**src/bes_pkg.sv**
```systemverilog
// Shared types, codes and reset values for the bulb exposure sequencer.
package bes_pkg;

  // Field widths
  localparam int unsigned TimeW  = 24;
  localparam int unsigned ShotW  = 16;
  localparam int unsigned ModeW  = 2;
  localparam int unsigned PhaseW = 3;
  localparam int unsigned CfgIdxW = 2;

  // Request kinds on the item channel
  localparam logic [ModeW-1:0] MODE_TICK   = 2'd0;
  localparam logic [ModeW-1:0] MODE_START  = 2'd1;
  localparam logic [ModeW-1:0] MODE_STATUS = 2'd2;

  // Configuration register indexes
  localparam logic [CfgIdxW-1:0] REG_START_DELAY = 2'd0;
  localparam logic [CfgIdxW-1:0] REG_SHUTTER     = 2'd1;
  localparam logic [CfgIdxW-1:0] REG_PAUSE       = 2'd2;
  localparam logic [CfgIdxW-1:0] REG_SHOT_COUNT  = 2'd3;

  // Register reset values
  localparam logic [TimeW-1:0] RST_START_DELAY = 24'd1000;
  localparam logic [TimeW-1:0] RST_SHUTTER     = 24'd1000;
  localparam logic [TimeW-1:0] RST_PAUSE       = 24'd1000;
  localparam logic [ShotW-1:0] RST_SHOT_COUNT  = 16'd3;

  // Sequencer phase
  typedef enum logic [PhaseW-1:0] {
    PH_INACTIVE  = 3'd0,
    PH_START_WAIT = 3'd1,
    PH_EXPOSING  = 3'd2,
    PH_AWAIT_CAM = 3'd3,
    PH_PAUSE     = 3'd4
  } phase_t;

  // Live configuration
  typedef struct packed {
    logic [TimeW-1:0] start_delay_ms;
    logic [TimeW-1:0] shutter_ms;
    logic [TimeW-1:0] pause_ms;
    logic [ShotW-1:0] shot_count;
  } cfg_t;

  // One result
  typedef struct packed {
    phase_t           phase;
    logic [ShotW-1:0] shot_number;
    logic             open_shutter;
    logic             close_shutter;
    logic             request_picture;
    logic             sequence_done;
    logic             start_rejected;
  } res_t;

endpackage

```
**src/bes_if.sv**
```systemverilog
// Channel interfaces: items, results and configuration writes.
interface bes_item_if;
  import bes_pkg::*;
  logic             valid;
  logic             ready;
  logic [ModeW-1:0] mode;
  logic             cam_idle;
  modport source (output valid, output mode, output cam_idle, input ready);
  modport sink   (input valid, input mode, input cam_idle, output ready);
endinterface

interface bes_result_if;
  import bes_pkg::*;
  logic              valid;
  logic              ready;
  logic [PhaseW-1:0] phase;
  logic [ShotW-1:0]  shot_number;
  logic              open_shutter;
  logic              close_shutter;
  logic              request_picture;
  logic              sequence_done;
  logic              start_rejected;
  modport source (output valid, output phase, output shot_number, output open_shutter,
                  output close_shutter, output request_picture, output sequence_done,
                  output start_rejected, input ready);
  modport sink   (input valid, input phase, input shot_number, input open_shutter,
                  input close_shutter, input request_picture, input sequence_done,
                  input start_rejected, output ready);
endinterface

interface bes_cfg_if;
  import bes_pkg::*;
  logic               valid;
  logic               ready;
  logic [CfgIdxW-1:0] index;
  logic [TimeW-1:0]   data;
  modport source (output valid, output index, output data, input ready);
  modport sink   (input valid, input index, input data, output ready);
endinterface

```
**src/bes_cfg_regs.sv**
```systemverilog
// Configuration register file for the sequencer.
module bes_cfg_regs (
  input  logic          clk,
  input  logic          rst,
  bes_cfg_if.sink       cfg,
  output bes_pkg::cfg_t cfg_q
);
  import bes_pkg::*;

  // Writes are always taken
  assign cfg.ready = 1'b1;

  always_ff @(posedge clk) begin
    if (rst) begin
      cfg_q.start_delay_ms <= RST_START_DELAY;
      cfg_q.shutter_ms     <= RST_SHUTTER;
      cfg_q.pause_ms       <= RST_PAUSE;
      cfg_q.shot_count     <= RST_SHOT_COUNT;
    end else if (cfg.valid) begin
      case (cfg.index)
        REG_START_DELAY: cfg_q.start_delay_ms <= cfg.data;
        REG_SHUTTER:     cfg_q.shutter_ms     <= cfg.data;
        REG_PAUSE:       cfg_q.pause_ms       <= cfg.data;
        REG_SHOT_COUNT:  cfg_q.shot_count     <= cfg.data[ShotW-1:0];
        default: ;
      endcase
    end
  end

endmodule

```
**src/bes_seq.sv**
```systemverilog
// Sequencer state and the single-step next-state and pulse logic.
module bes_seq (
  input  logic                      clk,
  input  logic                      rst,
  input  logic                      step,
  input  logic [bes_pkg::ModeW-1:0] mode,
  input  logic                      cam_idle,
  input  bes_pkg::cfg_t             cfg_q,
  output bes_pkg::res_t             res
);
  import bes_pkg::*;

  phase_t           phase_reg, phase_next;
  logic [TimeW-1:0] elapsed_ticks, elapsed_next;
  logic [ShotW-1:0] shot_index, shot_next;
  logic [TimeW-1:0] elapsed_inc;
  logic [TimeW-1:0] limit;
  logic             wait_hit;
  logic             idle_hit;
  logic             last_shot;

  // Timed wait compare for the current phase
  always_comb begin
    case (phase_reg)
      PH_START_WAIT: limit = cfg_q.start_delay_ms;
      PH_EXPOSING:   limit = cfg_q.shutter_ms;
      PH_PAUSE:      limit = cfg_q.pause_ms;
      default:       limit = cfg_q.pause_ms;
    endcase
  end

  assign elapsed_inc = elapsed_ticks + TimeW'(1);
  assign wait_hit    = (elapsed_inc >= limit) || (elapsed_inc == '0);
  assign idle_hit    = (phase_reg == PH_AWAIT_CAM) && cam_idle;
  assign last_shot   = shot_index >= cfg_q.shot_count;

  // Next state
  always_comb begin
    phase_next   = phase_reg;
    elapsed_next = elapsed_ticks;
    shot_next    = shot_index;
    case (mode)
      MODE_START: begin
        if (phase_reg == PH_INACTIVE) begin
          shot_next    = '0;
          elapsed_next = '0;
          if (cfg_q.shot_count != '0) phase_next = PH_START_WAIT;
        end
      end
      MODE_TICK: begin
        case (phase_reg)
          PH_START_WAIT, PH_PAUSE: begin
            elapsed_next = elapsed_inc;
            if (wait_hit) begin
              shot_next    = shot_index + ShotW'(1);
              elapsed_next = '0;
              phase_next   = PH_EXPOSING;
            end
          end
          PH_EXPOSING: begin
            elapsed_next = elapsed_inc;
            if (wait_hit) begin
              elapsed_next = '0;
              phase_next   = PH_AWAIT_CAM;
            end
          end
          default: ;
        endcase
      end
      MODE_STATUS: begin
        if (idle_hit) begin
          elapsed_next = '0;
          phase_next   = last_shot ? PH_INACTIVE : PH_PAUSE;
        end
      end
      default: ;
    endcase
  end

  // Pulses and reported state
  always_comb begin
    res                 = '0;
    res.phase           = phase_next;
    res.shot_number     = shot_next;
    case (mode)
      MODE_START: begin
        res.start_rejected = (phase_reg != PH_INACTIVE);
        res.sequence_done  = (phase_reg == PH_INACTIVE) && (cfg_q.shot_count == '0);
      end
      MODE_TICK: begin
        res.open_shutter  = wait_hit &&
                            ((phase_reg == PH_START_WAIT) || (phase_reg == PH_PAUSE));
        res.close_shutter = wait_hit && (phase_reg == PH_EXPOSING);
      end
      MODE_STATUS: begin
        res.request_picture = idle_hit;
        res.sequence_done   = idle_hit && last_shot;
      end
      default: ;
    endcase
  end

  // State registers
  always_ff @(posedge clk) begin
    if (rst) begin
      phase_reg     <= PH_INACTIVE;
      elapsed_ticks <= '0;
      shot_index    <= '0;
    end else if (step) begin
      phase_reg     <= phase_next;
      elapsed_ticks <= elapsed_next;
      shot_index    <= shot_next;
    end
  end

endmodule

```
**src/bulb_exposure_sequencer_core.sv**
```systemverilog
// Top level of the bulb exposure sequencer.
//
//   channel  dir  handshake      payload
//   item     in   valid/ready    mode, cam_idle
//   result   out  valid/ready    phase, shot_number, five pulse flags
//   cfg      in   valid/ready    index, data (ready is always high)
//
// Each request is registered, then stepped through the sequencer into the
// result register: one request per cycle while the result is not stalled.
// The rate is set by the single result register; a stalled result holds the
// input register, and item.ready drops only while both are full.
// Reset (rst, synchronous) loads the register defaults and an inactive phase.
module bulb_exposure_sequencer_core (
  input  logic       clk,
  input  logic       rst,
  bes_item_if.sink   item,
  bes_result_if.source result,
  bes_cfg_if.sink    cfg
);
  import bes_pkg::*;

  logic             s1_valid;
  logic [ModeW-1:0] s1_mode;
  logic             s1_idle;
  logic             advance;
  cfg_t             cfg_q;
  res_t             step_res;
  res_t             res_q;
  logic             res_valid;

  assign advance    = s1_valid && (!res_valid || result.ready);
  assign item.ready = !s1_valid || advance;

  // Input register
  always_ff @(posedge clk) begin
    if (rst) begin
      s1_valid <= 1'b0;
    end else if (item.ready) begin
      s1_valid <= item.valid;
    end
  end

  always_ff @(posedge clk) begin
    if (item.ready && item.valid) begin
      s1_mode <= item.mode;
      s1_idle <= item.cam_idle;
    end
  end

  bes_cfg_regs u_cfg (
    .clk   (clk),
    .rst   (rst),
    .cfg   (cfg),
    .cfg_q (cfg_q)
  );

  bes_seq u_seq (
    .clk      (clk),
    .rst      (rst),
    .step     (advance),
    .mode     (s1_mode),
    .cam_idle (s1_idle),
    .cfg_q    (cfg_q),
    .res      (step_res)
  );

  // Result register
  always_ff @(posedge clk) begin
    if (rst) begin
      res_valid <= 1'b0;
    end else if (advance) begin
      res_valid <= 1'b1;
    end else if (result.ready) begin
      res_valid <= 1'b0;
    end
  end

  always_ff @(posedge clk) begin
    if (advance) res_q <= step_res;
  end

  assign result.valid           = res_valid;
  assign result.phase           = res_q.phase;
  assign result.shot_number     = res_q.shot_number;
  assign result.open_shutter    = res_q.open_shutter;
  assign result.close_shutter   = res_q.close_shutter;
  assign result.request_picture = res_q.request_picture;
  assign result.sequence_done   = res_q.sequence_done;
  assign result.start_rejected  = res_q.start_rejected;

  // A shot that starts is reported as exposing
  a_open_exposing: assert property (@(posedge clk) disable iff (rst)
    (result.valid && result.open_shutter) |-> (result.phase == PH_EXPOSING))
    else $error("open_shutter without exposing phase");

  // A finished sequence is reported as inactive
  a_done_inactive: assert property (@(posedge clk) disable iff (rst)
    (result.valid && result.sequence_done) |-> (result.phase == PH_INACTIVE))
    else $error("sequence_done while still active");

  // A rejected start fires no other pulse
  a_reject_alone: assert property (@(posedge clk) disable iff (rst)
    (result.valid && result.start_rejected) |->
      !(result.open_shutter || result.close_shutter ||
        result.request_picture || result.sequence_done))
    else $error("start_rejected with another pulse");

  // A pending input request stays registered while the result is stalled
  a_s1_hold: assert property (@(posedge clk) disable iff (rst)
    (s1_valid && res_valid && !result.ready) |=> (s1_valid && $stable(s1_mode)))
    else $error("input register lost a stalled request");

endmodule
```
**src/flat_wrapper.sv**
```systemverilog
// flat-port wrapper written by rule: the top's interface ports become plain ports
module bulb_exposure_sequencer_core_flat import bes_pkg::*;
  (clk, rst, item_valid, item_mode, item_cam_idle, item_ready, result_valid, result_phase, result_shot_number, result_open_shutter, result_close_shutter, result_request_picture, result_sequence_done, result_start_rejected, result_ready, cfg_valid, cfg_index, cfg_data, cfg_ready);
  bes_item_if item_i ();
  bes_result_if result_i ();
  bes_cfg_if cfg_i ();
  input  logic clk;
  input  logic rst;
  input wire logic [$bits(item_i.valid)-1:0] item_valid;
  input wire logic [$bits(item_i.mode)-1:0] item_mode;
  input wire logic [$bits(item_i.cam_idle)-1:0] item_cam_idle;
  output wire logic [$bits(item_i.ready)-1:0] item_ready;
  output wire logic [$bits(result_i.valid)-1:0] result_valid;
  output wire logic [$bits(result_i.phase)-1:0] result_phase;
  output wire logic [$bits(result_i.shot_number)-1:0] result_shot_number;
  output wire logic [$bits(result_i.open_shutter)-1:0] result_open_shutter;
  output wire logic [$bits(result_i.close_shutter)-1:0] result_close_shutter;
  output wire logic [$bits(result_i.request_picture)-1:0] result_request_picture;
  output wire logic [$bits(result_i.sequence_done)-1:0] result_sequence_done;
  output wire logic [$bits(result_i.start_rejected)-1:0] result_start_rejected;
  input wire logic [$bits(result_i.ready)-1:0] result_ready;
  input wire logic [$bits(cfg_i.valid)-1:0] cfg_valid;
  input wire logic [$bits(cfg_i.index)-1:0] cfg_index;
  input wire logic [$bits(cfg_i.data)-1:0] cfg_data;
  output wire logic [$bits(cfg_i.ready)-1:0] cfg_ready;
  assign item_i.valid = item_valid;
  assign item_i.mode = item_mode;
  assign item_i.cam_idle = item_cam_idle;
  assign item_ready = item_i.ready;
  assign result_valid = result_i.valid;
  assign result_phase = result_i.phase;
  assign result_shot_number = result_i.shot_number;
  assign result_open_shutter = result_i.open_shutter;
  assign result_close_shutter = result_i.close_shutter;
  assign result_request_picture = result_i.request_picture;
  assign result_sequence_done = result_i.sequence_done;
  assign result_start_rejected = result_i.start_rejected;
  assign result_i.ready = result_ready;
  assign cfg_i.valid = cfg_valid;
  assign cfg_i.index = cfg_index;
  assign cfg_i.data = cfg_data;
  assign cfg_ready = cfg_i.ready;
  bulb_exposure_sequencer_core u_core (.clk(clk), .rst(rst), .item(item_i), .result(result_i), .cfg(cfg_i));
endmodule
```
**config.mk**
```make
export PLATFORM = sky130hd
export DESIGN_NAME = bulb_exposure_sequencer_core_flat
export DESIGN_NICKNAME = d
export VERILOG_FILES = /design/src/bes_pkg.sv /design/src/bes_if.sv /design/src/bes_cfg_regs.sv /design/src/bes_seq.sv /design/src/bulb_exposure_sequencer_core.sv /design/src/flat_wrapper.sv
export SDC_FILE = /design/constraint.sdc
export NUM_CORES = 1
export LEC_CHECK = 0
export BUFFER_PORTS_ARGS = -buffer_cell sky130_fd_sc_hd__buf_2
export CAP_MARGIN = 20
export CORE_MARGIN = 10
export CORE_UTILIZATION = 40
export CTS_BUF_LIST = sky130_fd_sc_hd__clkbuf_16
export CTS_CLUSTER_SIZE = 14
export DETAILED_ROUTE_END_ITERATION = 16
export PLACE_DENSITY = 0.55
export SLEW_MARGIN = 20
export SYNTH_ARGS = -nofsm -noshare
export SYNTH_HDL_FRONTEND = slang
export SYNTH_HIERARCHICAL = 1
export SYNTH_SLANG_ARGS = --single-unit
```
**constraint.sdc**
```tcl
create_clock -name clk -period 5.4 [get_ports clk]
set_input_delay 1.62 -clock clk [delete_from_list [all_inputs] [get_ports clk]]
set_output_delay 1.62 -clock clk [all_outputs]
set_load 0.01 [all_outputs]
```
== Word level (Yosys, flattened, before mapping) ==
Cells that the tools add are included.
Word-level totals
  output and inout bits: 27
  flip-flop bits (word level): 160
Cells by class
  $lt $le $gt $ge: 2
  multiplexer cells: 21
  add/subtract/negate cells: 2
  reductions and logical operators: 29
  equality and inequality tests: 12
Operator list (number)
  $mux 24: 4
  $pmux 24 s3: 1
  $mux 16: 3
  $pmux 24 s2: 1
  $pmux 16 s2: 1
  $add 24x1->24 const B: 1
  $ge 24x24->1: 1
  $logic_not 24->1: 1
  $mux 3: 6
  $add 16x1->16 const B: 1
  $ge 16x16->1: 1
  $logic_not 16->1: 1
  $reduce_bool 16->1: 1
  $pmux 3 s3: 1
  $reduce_and 2->1: 4
  $logic_and 1x1->1: 7
  $eq 2x2->1 const B: 3
  $eq 3x2->1 const B: 2
  $ne 2x2->1 const B: 3
  $pmux 3 s2: 1
  $reduce_bool 3->1: 2
  $reduce_and 5->1: 1
  $eq 2x1->1 const B: 2
  $logic_not 2->1: 2
  10 further kinds: 15

== Logic depth before layout (Yosys ltp) ==
Gate-level depths: netlist of run 1.
  depth after elaboration: 7
  depth in mapped cells: 19
  gate-level depth less buffers: 15

== Modules after synthesis ==
The synthesis of run 1 kept the hierarchy.
Modules (own cells, without submodules)
  bes_seq: times used 1, sequential area each 860.8 µm², cells each 666, area an instance 4773.3 µm²
  bes_cfg_regs: times used 1, sequential area each 1761.7 µm², cells each 328, area an instance 3532.1 µm²
  bulb_exposure_sequencer_core: times used 1, sequential area each 850.8 µm², cells each 37, area an instance 914.6 µm²

== Worst setup path before layout of run 1 ==
Ideal clock, no wire load.
  path type: register to register
  from: register u_core.u_seq.phase_reg[0]
  to: register u_core.u_seq.elapsed_ticks[23]
  setup slack: 1.571 ns
  arrival: 3.759 ns
  cell stages (with the launch flop): 19
  data required time: 5.330 ns
  clock period less this slack: 3.829 ns
  path buffers: 4
  setup time: 0.070 ns
  cells stage by stage: dfxtp_1 -> clkbuf_1 -> inv_1 -> nor3_1 -> clkbuf_1 -> a22o_1 -> a21oi_1 -> ha_1 -> o21a_1 -> o211ai_1 -> a211oi_1 -> a2111o_1 -> a21oi_1 -> o21ai_2 -> buf_6 -> buf_6 -> nor3_2 -> nand3b_1 -> a21oi_1
Between the ends
  cells in the longest elaborated chain, start to end: 7
  elaborated cells between the ends (all ways): 17
Ends and longest elaborated chain
  start, declared: line bes_seq.sv:13  | phase_t phase_reg, phase_next;
  start signal, assigned: line bes_seq.sv:110  | phase_reg <= phase_next;
  $eq 3x2->1 / $eq 3x1->1 (equally long branches): line bes_seq.sv:24, bes_seq.sv:51
  $pmux 24 s2: line bes_seq.sv:24  | case (phase_reg)
  $ge 24x24->1: line bes_seq.sv:33  | assign wait_hit = (elapsed_inc >= limit) || (elapsed_inc == '0);
  $logic_or 1x1->1: line bes_seq.sv:33
  $mux 24: line bes_seq.sv:54, bes_seq.sv:62
  $mux 24
  $pmux 24 s3: line bes_seq.sv:42  | case (mode)
  end signal, assigned: line bes_seq.sv:111  | elapsed_ticks <= elapsed_next;
  end, declared: line bes_seq.sv:14  | logic [TimeW-1:0] elapsed_ticks, elapsed_next;
Several ways; a longest one is shown, not always the timed one. The select of a mux whose other input is x is not followed.
A chain may end at the register's enable or synchronous reset.

==> impl_metrics.ini, run 1 <==
[setup_path]
cp.required_ns = 5.64
crit_start = u_core/u_seq/elapsed_ticks[0]
r2r_end = u_core/result.shot_number[10]
endpoint = u_core/result.shot_number[10]
timing.rr.start = u_core/u_seq/elapsed_ticks[0]
cp-end-kind = flip-flop
crit_fanout = 20
startpoint_type = flip-flop
r2r_cells = 14
reg2reg_setup_slack_ns = 0.61
arrival_ns = 5.03
crit_type = reg2reg

[sta]
fin_crit_ns = 4.790
tns_ns = 0
report.final.hold_viol_count = 0
period_share = 0.8870
drv_slew = 0
max-slew-margin-rel = 0.3130
setup_viol = 0
rsz0062_at_grt = false
worstMarginPinSlew_ns = 1.030
fmax_mhz = 208.8
clock_skew_ns = 0.01181

[yosys]
yosys.area.top_type = dfxtp_1
synth_cell_types = 71
dominantRegCellSynth = dfxtp_1
ys_top_cells_by_area = dfxtp_1 29%, mux2i_1 10%, edfxtp_1 8.8%
syn-num-nets = 1112
synth-async-reset-ratio = 0
yosysTopAreaCellShare = 0.2888
synth_warnings = 6
yosysSeqAreaShare = 0.3767
synth-edff-count = 27
synthCells = 1031
synth_area_per_cell_um2 = 8.943
synth.cell_area_mm2 = 0.009220
ys_ff_latch = 160

[floorplan]
rows = 55
fp.dieH_um = 171.8
die_w_um = 171.8
die-area_mm2 = 0.02952
io_pins = 61
core_area_mm2 = 0.02264
start_util = 0.4072

[routing]
ant_nets = 0
drc = 0
wirelength_um = 23620
first_pass_iters = 5
routedWlPerCell_um = 17.48
vias_per_cell = 5.485
vias = 7410
first_iter_violations = 486

[place]
place_congestion = 0.8243
io_buffers = 59
dpl.hpwl_um = 16450

[layout]
reg_top3 = u_core/u_cfg/cfg_q x88, u_core/u_seq/elapsed_ticks x24
regMostFlops = u_core/u_cfg/cfg_q
syn2layout_area_growth_pct = 10.58
layout-drive-gt1-share = 0.1154
antenna_cells = 0
finalNetCount = 1134
largest_reg_flops = 88

[clock_tree]
numCtsBuffers = 17
cts_tree = done
clock_latency_ns = 0.44
post_cts_buffers = 0
htreeDepth = 4
cts_hold_buffers = 0
clkTransAtPathRegs_ns = 0.07
cts_sinks = 160
cts-resized-gates = 0
cts_root_buffer = clkbuf_16
clk_path_buf_depth = 2

[pwr]
p_total_mw = 2.635
ir_drop_mv = 0.1620
p_per_area_mw_per_mm2 = 258.5
p_leak_nw = 4.328

[global_route]
grt_remaining_overflow = 0
grt_use_total = 0.1623
met1_usage = 0.2340
grtUsageMet3 = 0.02590
grt_pass1_vias = 7116
antenna_found_initial = 0
grt_pass1_wl_um = 38430
busiest_layer = met2
grt_max_degree = 82
globalRouteMet2Util = 0.2446

[min_path]
worstHoldPathType = reg2reg

[flow_run]
maxCapViolCount = 0

[outcome]
status = complete, no violations
## worst min-delay path by stage
stage / from / end / slack [ns] / cells after the start
4_1_cts: u_core/u_cfg/cfg_q[56] / u_core/u_cfg/cfg_q[56] / 0.48 / 2
3_5_place_dp: u_core/u_cfg/cfg_q[55] / u_core/u_cfg/cfg_q[55] / 0.46 / 2
6_report: u_core/u_cfg/cfg_q[62] / u_core/u_cfg/cfg_q[62] / 0.48 / 2
2_1_floorplan: u_core/u_cfg/cfg_q[55] / u_core/u_cfg/cfg_q[55] / 0.45 / 2
5_1_grt: u_core/u_cfg/cfg_q[58] / u_core/u_cfg/cfg_q[58] / 0.49 / 2
3_3_place_gp: u_core/u_cfg/cfg_q[78] / u_core/u_cfg/cfg_q[78] / 0.46 / 2
## area by class of cell
type                    instances  area (µm²)
well taps                     285       356.6
fillers                      2231       12440
multi-input cells             757        5238
clock buffers                  17       425.4
repair buffers                 74       410.4
flip-flops and latches        160        3473
inverters                      43       161.4
clock inverters                15       131.4
## synth_stat cells, drive strengths merged, types with 3 or more instances
library cell and number:
and2 7, dfxtp 133, clkbuf 44, buf 27
ha 47, nor3 21, nand3b 4, xor2 13
nor2 59, nor2b 5, and3 9, nand2b 96
o31ai 7, nor4 13, nand2 63, o311ai 4
mux2i 93, a31oi 10, o21ai 37, inv 42
o41ai 3, nand4 20, nand3 49, a211oi 5
a21oi 81, edfxtp 27, a22o 24, a211o 3
o21a 3, a21o 18, or3 13, xnor2 19
o211ai 4, and4 4
## critical path, cell delays in order, from the launching register on
cell and delay (ns):
dfxtp_1 0.57, ha_1 0.38, nand3_1 0.30, nor4_2 0.62
nand3_1 0.28, xnor2_1 0.21, ha_1 0.33, nand2_1 0.06
o21a_1 0.16, o21ai_0 0.26, a21oi_1 0.12, o21ai_2 0.41
nand3_4 0.34, or2_1 0.33, o31ai_1 0.23
## kinds of logic after synthesis
| family | after synthesis | synth area share |
|---|---|---|
| AND/OR/NAND/NOR | 371 | 0.2236 |
| AO/OA/AOI/OAI | 213 | 0.1479 |
| flip-flops | 160 | 0.3767 |
| buffers and inverters | 114 | 0.05618 |
| multiplexers | 93 | 0.1010 |
| adder cells (fa/ha/maj) | 47 | 0.06378 |
| XOR/XNOR | 32 | 0.03040 |
| other | 1 | 0.0004067 |
## layer usage
layer,part of all wire,wire length [µm]
met2,0.43,10120
met5,0,0
met3,0.035,836
met4,0.012,274
met1,0.52,12390
## stage by stage
step | setup WS, ns | hold WS (ns) | area (µm²) | cells | util
finish | 0.6104 | 0.4762 | 10200 | 1351 | 0.4503
global route | 0.2288 | 0.4872 | 10200 | 1351 | 0.4503
CTS | 0.7002 | 0.4788 | 10190 | 1351 | 0.4502
detailed placement | 0.7219 | 0.4642 | 9635 | 1319 | 0.4256
global placement | 0.7273 | 0.4581 | 9635 | 1319 | 0.4256
floorplan | 1.571 | 0.4484 | 9220 | 1031 | -
## cells in the final DEF, fill, tap and decap left out, types with 3 or more instances in the layout
master / instances
dfxtp_1: 133
nand2b_1: 96
mux2i_1: 93
a21oi_1: 79
nand2_1: 63
nor2_1: 59
buf_2: 58
ha_1: 47
nand3_1: 46
inv_1: 44
o21ai_0: 36
edfxtp_1: 27
a22o_1: 24
xnor2_1: 19
nor3_1: 19
a21o_1: 18
clkbuf_16: 17
nand4_1: 17
buf_4: 16
xor2_1: 13
or3_1: 13
nor4_1: 11
a31oi_1: 10
and3_1: 9
o31ai_1: 7
a211oi_1: 5
and2_1: 5
nor2b_1: 5
inv_8: 4
and4_1: 4
o211ai_1: 4
o311ai_1: 4
clkinv_4: 3
nand3b_1: 3
a211o_1: 3
o21a_1: 3
## report_power, final
part | internal, mW | leakage [nW] | total (mW) | switching (mW)
registers | 1.24 | 1.33 | 1.26 | 0.0183
clock network | 0.605 | 0.281 | 1.16 | 0.552
logic | 0.0830 | 2.71 | 0.216 | 0.133
Note: power is estimated with default switching activity, not from simulation.
==> run 2: changes to the inputs <==
--- a/config.mk
+++ b/config.mk
@@ -13,8 +13,10 @@
 export CTS_CLUSTER_SIZE = 14
 export DETAILED_ROUTE_END_ITERATION = 16
 export PLACE_DENSITY = 0.55
+export RECOVER_POWER = 25
 export SLEW_MARGIN = 20
 export SYNTH_ARGS = -nofsm -noshare
 export SYNTH_HDL_FRONTEND = slang
 export SYNTH_HIERARCHICAL = 1
 export SYNTH_SLANG_ARGS = --single-unit
+export TNS_END_PERCENT = 30
==> constraint.sdc (replaced) <==
create_clock -name clk -period 5.3 [get_ports clk]
set_input_delay 1.59 -clock clk [delete_from_list [all_inputs] [get_ports clk]]
set_output_delay 1.59 -clock clk [all_outputs]
set_load 0.01 [all_outputs]
==> impl_metrics.ini, run 2 (synthesized netlist as in run 1, its figures left out) <==
[pwr]
p_leak_nw = 4.316
p_total_mw = 2.803
ir_drop_mv = 0.2116
p_per_area_mw_per_mm2 = 273.4

[setup_path]
crit_family = simple AND/OR/NAND/NOR gates
cp.required_ns = 5.48
reg2reg_setup_slack_ns = 0.61
arrival_ns = 4.88
cp_num_buf_inv = 0
cp-end-kind = flip-flop
slowest_stage = dfxtp_1
path_cells = ha_1, nand3_1, nor4_2, nand3_1, xnor2_1, ha_1, nand2_1, o21a_1, o21ai_0, a21oi_1, o21ai_2, nand4_1, a21o_1, a21o_1
crit_type = reg2reg
crit_fanout = 20
slowest_delay_ns = 0.57
r2r_end = u_core/result.shot_number[9]
startpoint_type = flip-flop
timing.rr.start = u_core/u_seq/elapsed_ticks[0]
r2r_cells = 14

[global_route]
grt_pass1_vias = 7061
grt_use_total = 0.1610
grt_max_degree = 82
antenna_found_initial = 0
grt_pass1_wl_um = 38360
grt_remaining_overflow = 0

[clock_tree]
clk_path_buf_depth = 2
post_cts_buffers = 0
cts_root_buffer = clkbuf_16
cts_sinks = 160
clkTransAtPathRegs_ns = 0.07
numCtsBuffers = 17
cts_hold_buffers = 0
htreeDepth = 4
clock_latency_ns = 0.43
cts_tree = done
cts-resized-gates = 0

[layout]
fin_area_mm2 = 0.01025
fillCellCount = 2194
reg_top3 = u_core/u_cfg/cfg_q x88, u_core/u_seq/elapsed_ticks x24
final_cell_mix = 133 x dfxtp_1, 96 x nand2b_1, 93 x mux2i_1, 79 x a21oi_1, 63 x nand2_1
largest_reg_flops = 88
regMostFlops = u_core/u_cfg/cfg_q
layout_commonest_cell = dfxtp_1
layout-drive-gt1-share = 0.1125
syn2layout_area_growth_pct = 11.17
antenna_cells = 0
post-route-util = 0.4527
finalNetCount = 1135

[sta]
max-slew-margin-rel = -1.022
fmax_mhz = 213.0
tns_ns = 0
setup_viol = 0
clock_skew_ns = 0.01688
fin_crit_ns = 4.694
report.final.hold_viol_count = 0
period_share = 0.8856
worstMarginPinSlew_ns = 3.032
rsz0062_at_grt = false
drv_slew = 186
fin_ws_ns = 0.6062

[flow_run]
maxCapViolCount = 3

[routing]
ant_nets = 0
wirelength_um = 23520
vias_per_cell = 5.470
drc = 0
first_iter_violations = 446
first_pass_iters = 5
routedWlPerCell_um = 17.40
vias = 7395

[min_path]
whs_path_depth = 2
holdPathEnd = u_core/result.valid
hold_start = u_core/s1_valid
worstHoldPathType = reg2reg

[floorplan]
rows = 55
fp.dieH_um = 171.8
io_pins = 61
start_util = 0.4072
die_w_um = 171.8
die-area_mm2 = 0.02952
core_area_mm2 = 0.02264

[place]
place_area_mm2 = 0.009643
io_buffers = 59
place_congestion = 0.8556
dpl.hpwl_um = 16320
place_ws_ns = 0.6076

[outcome]
violations = max-capacitance violations, max-slew violations
status = finished, violations left
[run 2: metal layers]
metal	track usage	vias up	part of all wire
li1	-	3723	-
met1	0.2347	3485	0.52
met2	0.2396	174	0.43
met3	0.02796	13	0.045
met4	0.03898	0	0.0096
met5	0	-	0
[run 2: cell type report]
cell class / count / area, µm² / share of cell area
sequential: 160 / 3473 / 0.3389
clock inverter: 14 / 182.7 / 0.01782
inverter: 43 / 161.4 / 0.01575
timing repair buffer: 75 / 402.9 / 0.03931
tap: 285 / 356.6 / 0.03479
multi-input combinational: 757 / 5223 / 0.5095
clock buffer: 18 / 450.4 / 0.04395
[run 2: where the power goes]
part | switching [mW] | total (mW) | leakage (nW) | internal (mW)
registers | 0.0179 | 1.29 | 1.33 | 1.27
logic | 0.136 | 0.221 | 2.68 | 0.0848
clock network | 0.586 | 1.30 | 0.306 | 0.710
[run 2: worst min-delay path, delay by kind of cell (launching register included)]
family	cells	cell delay (ns)
AO/OA/AOI/OAI	1	0.05
buffers and inverters	1	0.05
flip-flops	1	0.32
[run 2: through the flow]
| step | hold slack, ns | cells |
|---|---|---|
| after floorplan | 0.4484 | 1031 |
| after global placement | 0.4577 | 1320 |
| after detailed placement | 0.4635 | 1320 |
| after CTS | 0.4772 | 1352 |
| after global routing | 0.4977 | 1352 |
| final | 0.4629 | 1352 |
[run 2: how the worst max path moves through the flow]
stage                                             start                             end  slack, ns  cells after the start
final                     u_core/u_seq/elapsed_ticks[0]    u_core/result.shot_number[9]       0.61                     14
after detailed placement  u_core/u_seq/elapsed_ticks[0]    u_core/result.shot_number[9]       0.61                     14
after floorplan               u_core/u_seq/phase_reg[0]  u_core/u_seq/elapsed_ticks[23]       1.47                     18
after global routing      u_core/u_seq/elapsed_ticks[0]   u_core/result.shot_number[15]       0.11                     14
after CTS                 u_core/u_seq/elapsed_ticks[0]    u_core/result.shot_number[9]       0.60                     14
after global placement    u_core/u_seq/elapsed_ticks[0]    u_core/result.shot_number[9]       0.61                     14
==> run 3: changes to the inputs <==
--- a/config.mk
+++ b/config.mk
@@ -7,6 +7,7 @@
 export LEC_CHECK = 0
 export BUFFER_PORTS_ARGS = -buffer_cell sky130_fd_sc_hd__buf_2
 export CAP_MARGIN = 20
+export CORE_ASPECT_RATIO = 0.6
 export CORE_MARGIN = 10
 export CORE_UTILIZATION = 40
 export CTS_BUF_LIST = sky130_fd_sc_hd__clkbuf_16
==> impl_metrics.ini, run 3 (synthesized netlist as in run 1, its figures left out) <==
[global_route]
antenna_found_initial = 0
grt_remaining_overflow = 0
grt_pass1_wl_um = 40560
grt_pass1_vias = 6887
grt_use_total = 0.1721
grt_max_degree = 106

[floorplan]
start_util = 0.4128
rows = 42
die-area_mm2 = 0.02972
die_w_um = 216
fp.dieH_um = 137.6
io_pins = 61
core_area_mm2 = 0.02233

[clock_tree]
cts_root_buffer = clkbuf_16
clk_path_buf_depth = 2
htreeDepth = 4
cts_hold_buffers = 0
numCtsBuffers = 17
clkTransAtPathRegs_ns = 0.07
post_cts_buffers = 0
cts_tree = done
cts_sinks = 160
cts-resized-gates = 0
clock_latency_ns = 0.45

[sta]
whs_ns = 0.4678
fmax_mhz = 229.1
worstMarginPinSlew_ns = 2.089
rsz0062_at_grt = false
setup_viol = 0
tns_ns = 0
period_share = 0.8236
max-slew-margin-rel = -0.3925
clock_skew_ns = 0.01464
drv_slew = 84
report.final.hold_viol_count = 0
fin_crit_ns = 4.365

[pwr]
ir_drop_mv = 0.1914
p_leak_nw = 4.345
clock_power_share = 0.477
p_per_area_mw_per_mm2 = 280.4
switching_share = 0.2507
share_comb_of_total_power = 0.078
power_switching_mw = 0.7254
power_frac_seq = 0.445
power.internal_mw = 2.168
p_total_mw = 2.894

[layout]
syn2layout_area_growth_pct = 11.94
reg_top3 = u_core/u_cfg/cfg_q x88, u_core/u_seq/elapsed_ticks x24
regArea_mm2 = 0.003473
finalNetCount = 1135
layout-drive-gt1-share = 0.1125
post-route-util = 0.4621
antenna_cells = 0
finalNonFillerCells = 1375
regMostFlops = u_core/u_cfg/cfg_q
fillCellCount = 2132
layout_commonest_cell = dfxtp_1
largest_reg_flops = 88
multi_input_comb_area_mm2 = 0.005218
final_cell_mix = 133 x dfxtp_1, 96 x nand2b_1, 93 x mux2i_1, 80 x a21oi_1, 63 x nand2_1

[routing]
met1Wirelength_um = 14680
wirelength_um = 25370
top_layer_used = met4
wl_met3_um = 1283
wl_met2_um = 9170
vias = 7539
drc = 0
ant_nets = 0
first_pass_iters = 5
routedWlPerCell_um = 18.45
vias_per_cell = 5.483
first_iter_violations = 746

[setup_path]
timing.rr.start = u_core/u_seq/elapsed_ticks[0]
r2r_end = u_core/u_seq/elapsed_ticks[9]
startpoint_type = input pin
endpoint = u_core/u_seq/shot_index[6]
cp.required_ns = 5.69
r2r_cells = 16
crit_start = result_ready
arrival_ns = 4.75
crit_type = in2reg
reg2reg_setup_slack_ns = 0.96
crit_fanout = 34
cp-end-kind = flip-flop

[outcome]
status = finished, violations left
violations = max-capacitance violations, max-slew violations

[place]
place_inst = 1343
dpl.hpwl_um = 17930
io_buffers = 59
place_congestion = 0.8935

[min_path]
worstHoldPathType = reg2reg

[flow_run]
maxCapViolCount = 2
run 3: cell types whose count changed in the layout (fill, tap and decap cells not counted), moves of 2 or more:
cell,previous run,this run
bufinv_16,1,3
clkbuf_1,4,2
clkinv_4,0,4
clkinv_8,4,0
run 3: stage by stage:
step	worst slack, ns	cell area [µm²]
after floorplan	1.471	9220
after CTS	1.035	10340
after global routing	0.5503	10320
after global placement	1.243	9677
final	0.9351	10320
after detailed placement	1.048	9684
run 3: final cells by class:
type                    count  area share
repair buffers             75     0.04097
multi-input cells         757      0.5055
inverters                  43     0.01564
well taps                 308     0.03734
clock buffers              19     0.04607
flip-flops and latches    160      0.3365
clock inverters            13     0.01794
run 3: worst min path at each step:
stage | startpoint | end | slack (ns) | cells after the start
2_1_floorplan | u_core/u_cfg/cfg_q[55] | u_core/u_cfg/cfg_q[55] | 0.45 | 2
3_3_place_gp | u_core/u_cfg/cfg_q[60] | u_core/u_cfg/cfg_q[60] | 0.46 | 2
3_5_place_dp | u_core/u_cfg/cfg_q[87] | u_core/u_cfg/cfg_q[87] | 0.46 | 2
4_1_cts | u_core/u_cfg/cfg_q[57] | u_core/u_cfg/cfg_q[57] | 0.48 | 2
5_1_grt | u_core/u_cfg/cfg_q[60] | u_core/u_cfg/cfg_q[60] | 0.50 | 2
6_report | u_core/s1_valid | u_core/result.valid | 0.47 | 2
run 3: metal layers:
metal,GRT usage,up-vias
li1,-,3718
met1,0.2800,3613
met2,0.2098,185
met3,0.03810,23
met4,0.04639,0
met5,0,-
run 3: power groups by stage:
| stage | clock (mW) | sequential, mW | combinational (mW) |
|---|---|---|---|
| after floorplan | 0 | 1.31 | 0.146 |
| after global placement | 0 | 1.31 | 0.222 |
| after detailed placement | 0 | 1.31 | 0.224 |
| after CTS | 1.41 | 1.29 | 0.225 |
| after global routing | 1.46 | 1.29 | 0.248 |
| final | 1.38 | 1.29 | 0.225 |
run 3: critical path: stages:
cell	delay (ns)
buf_2	0.08
nand2b_1	0.11
and2_0	0.28
clkbuf_1	1.31
nand2_1	0.67
or4_1	0.60
nand3_1	0.09
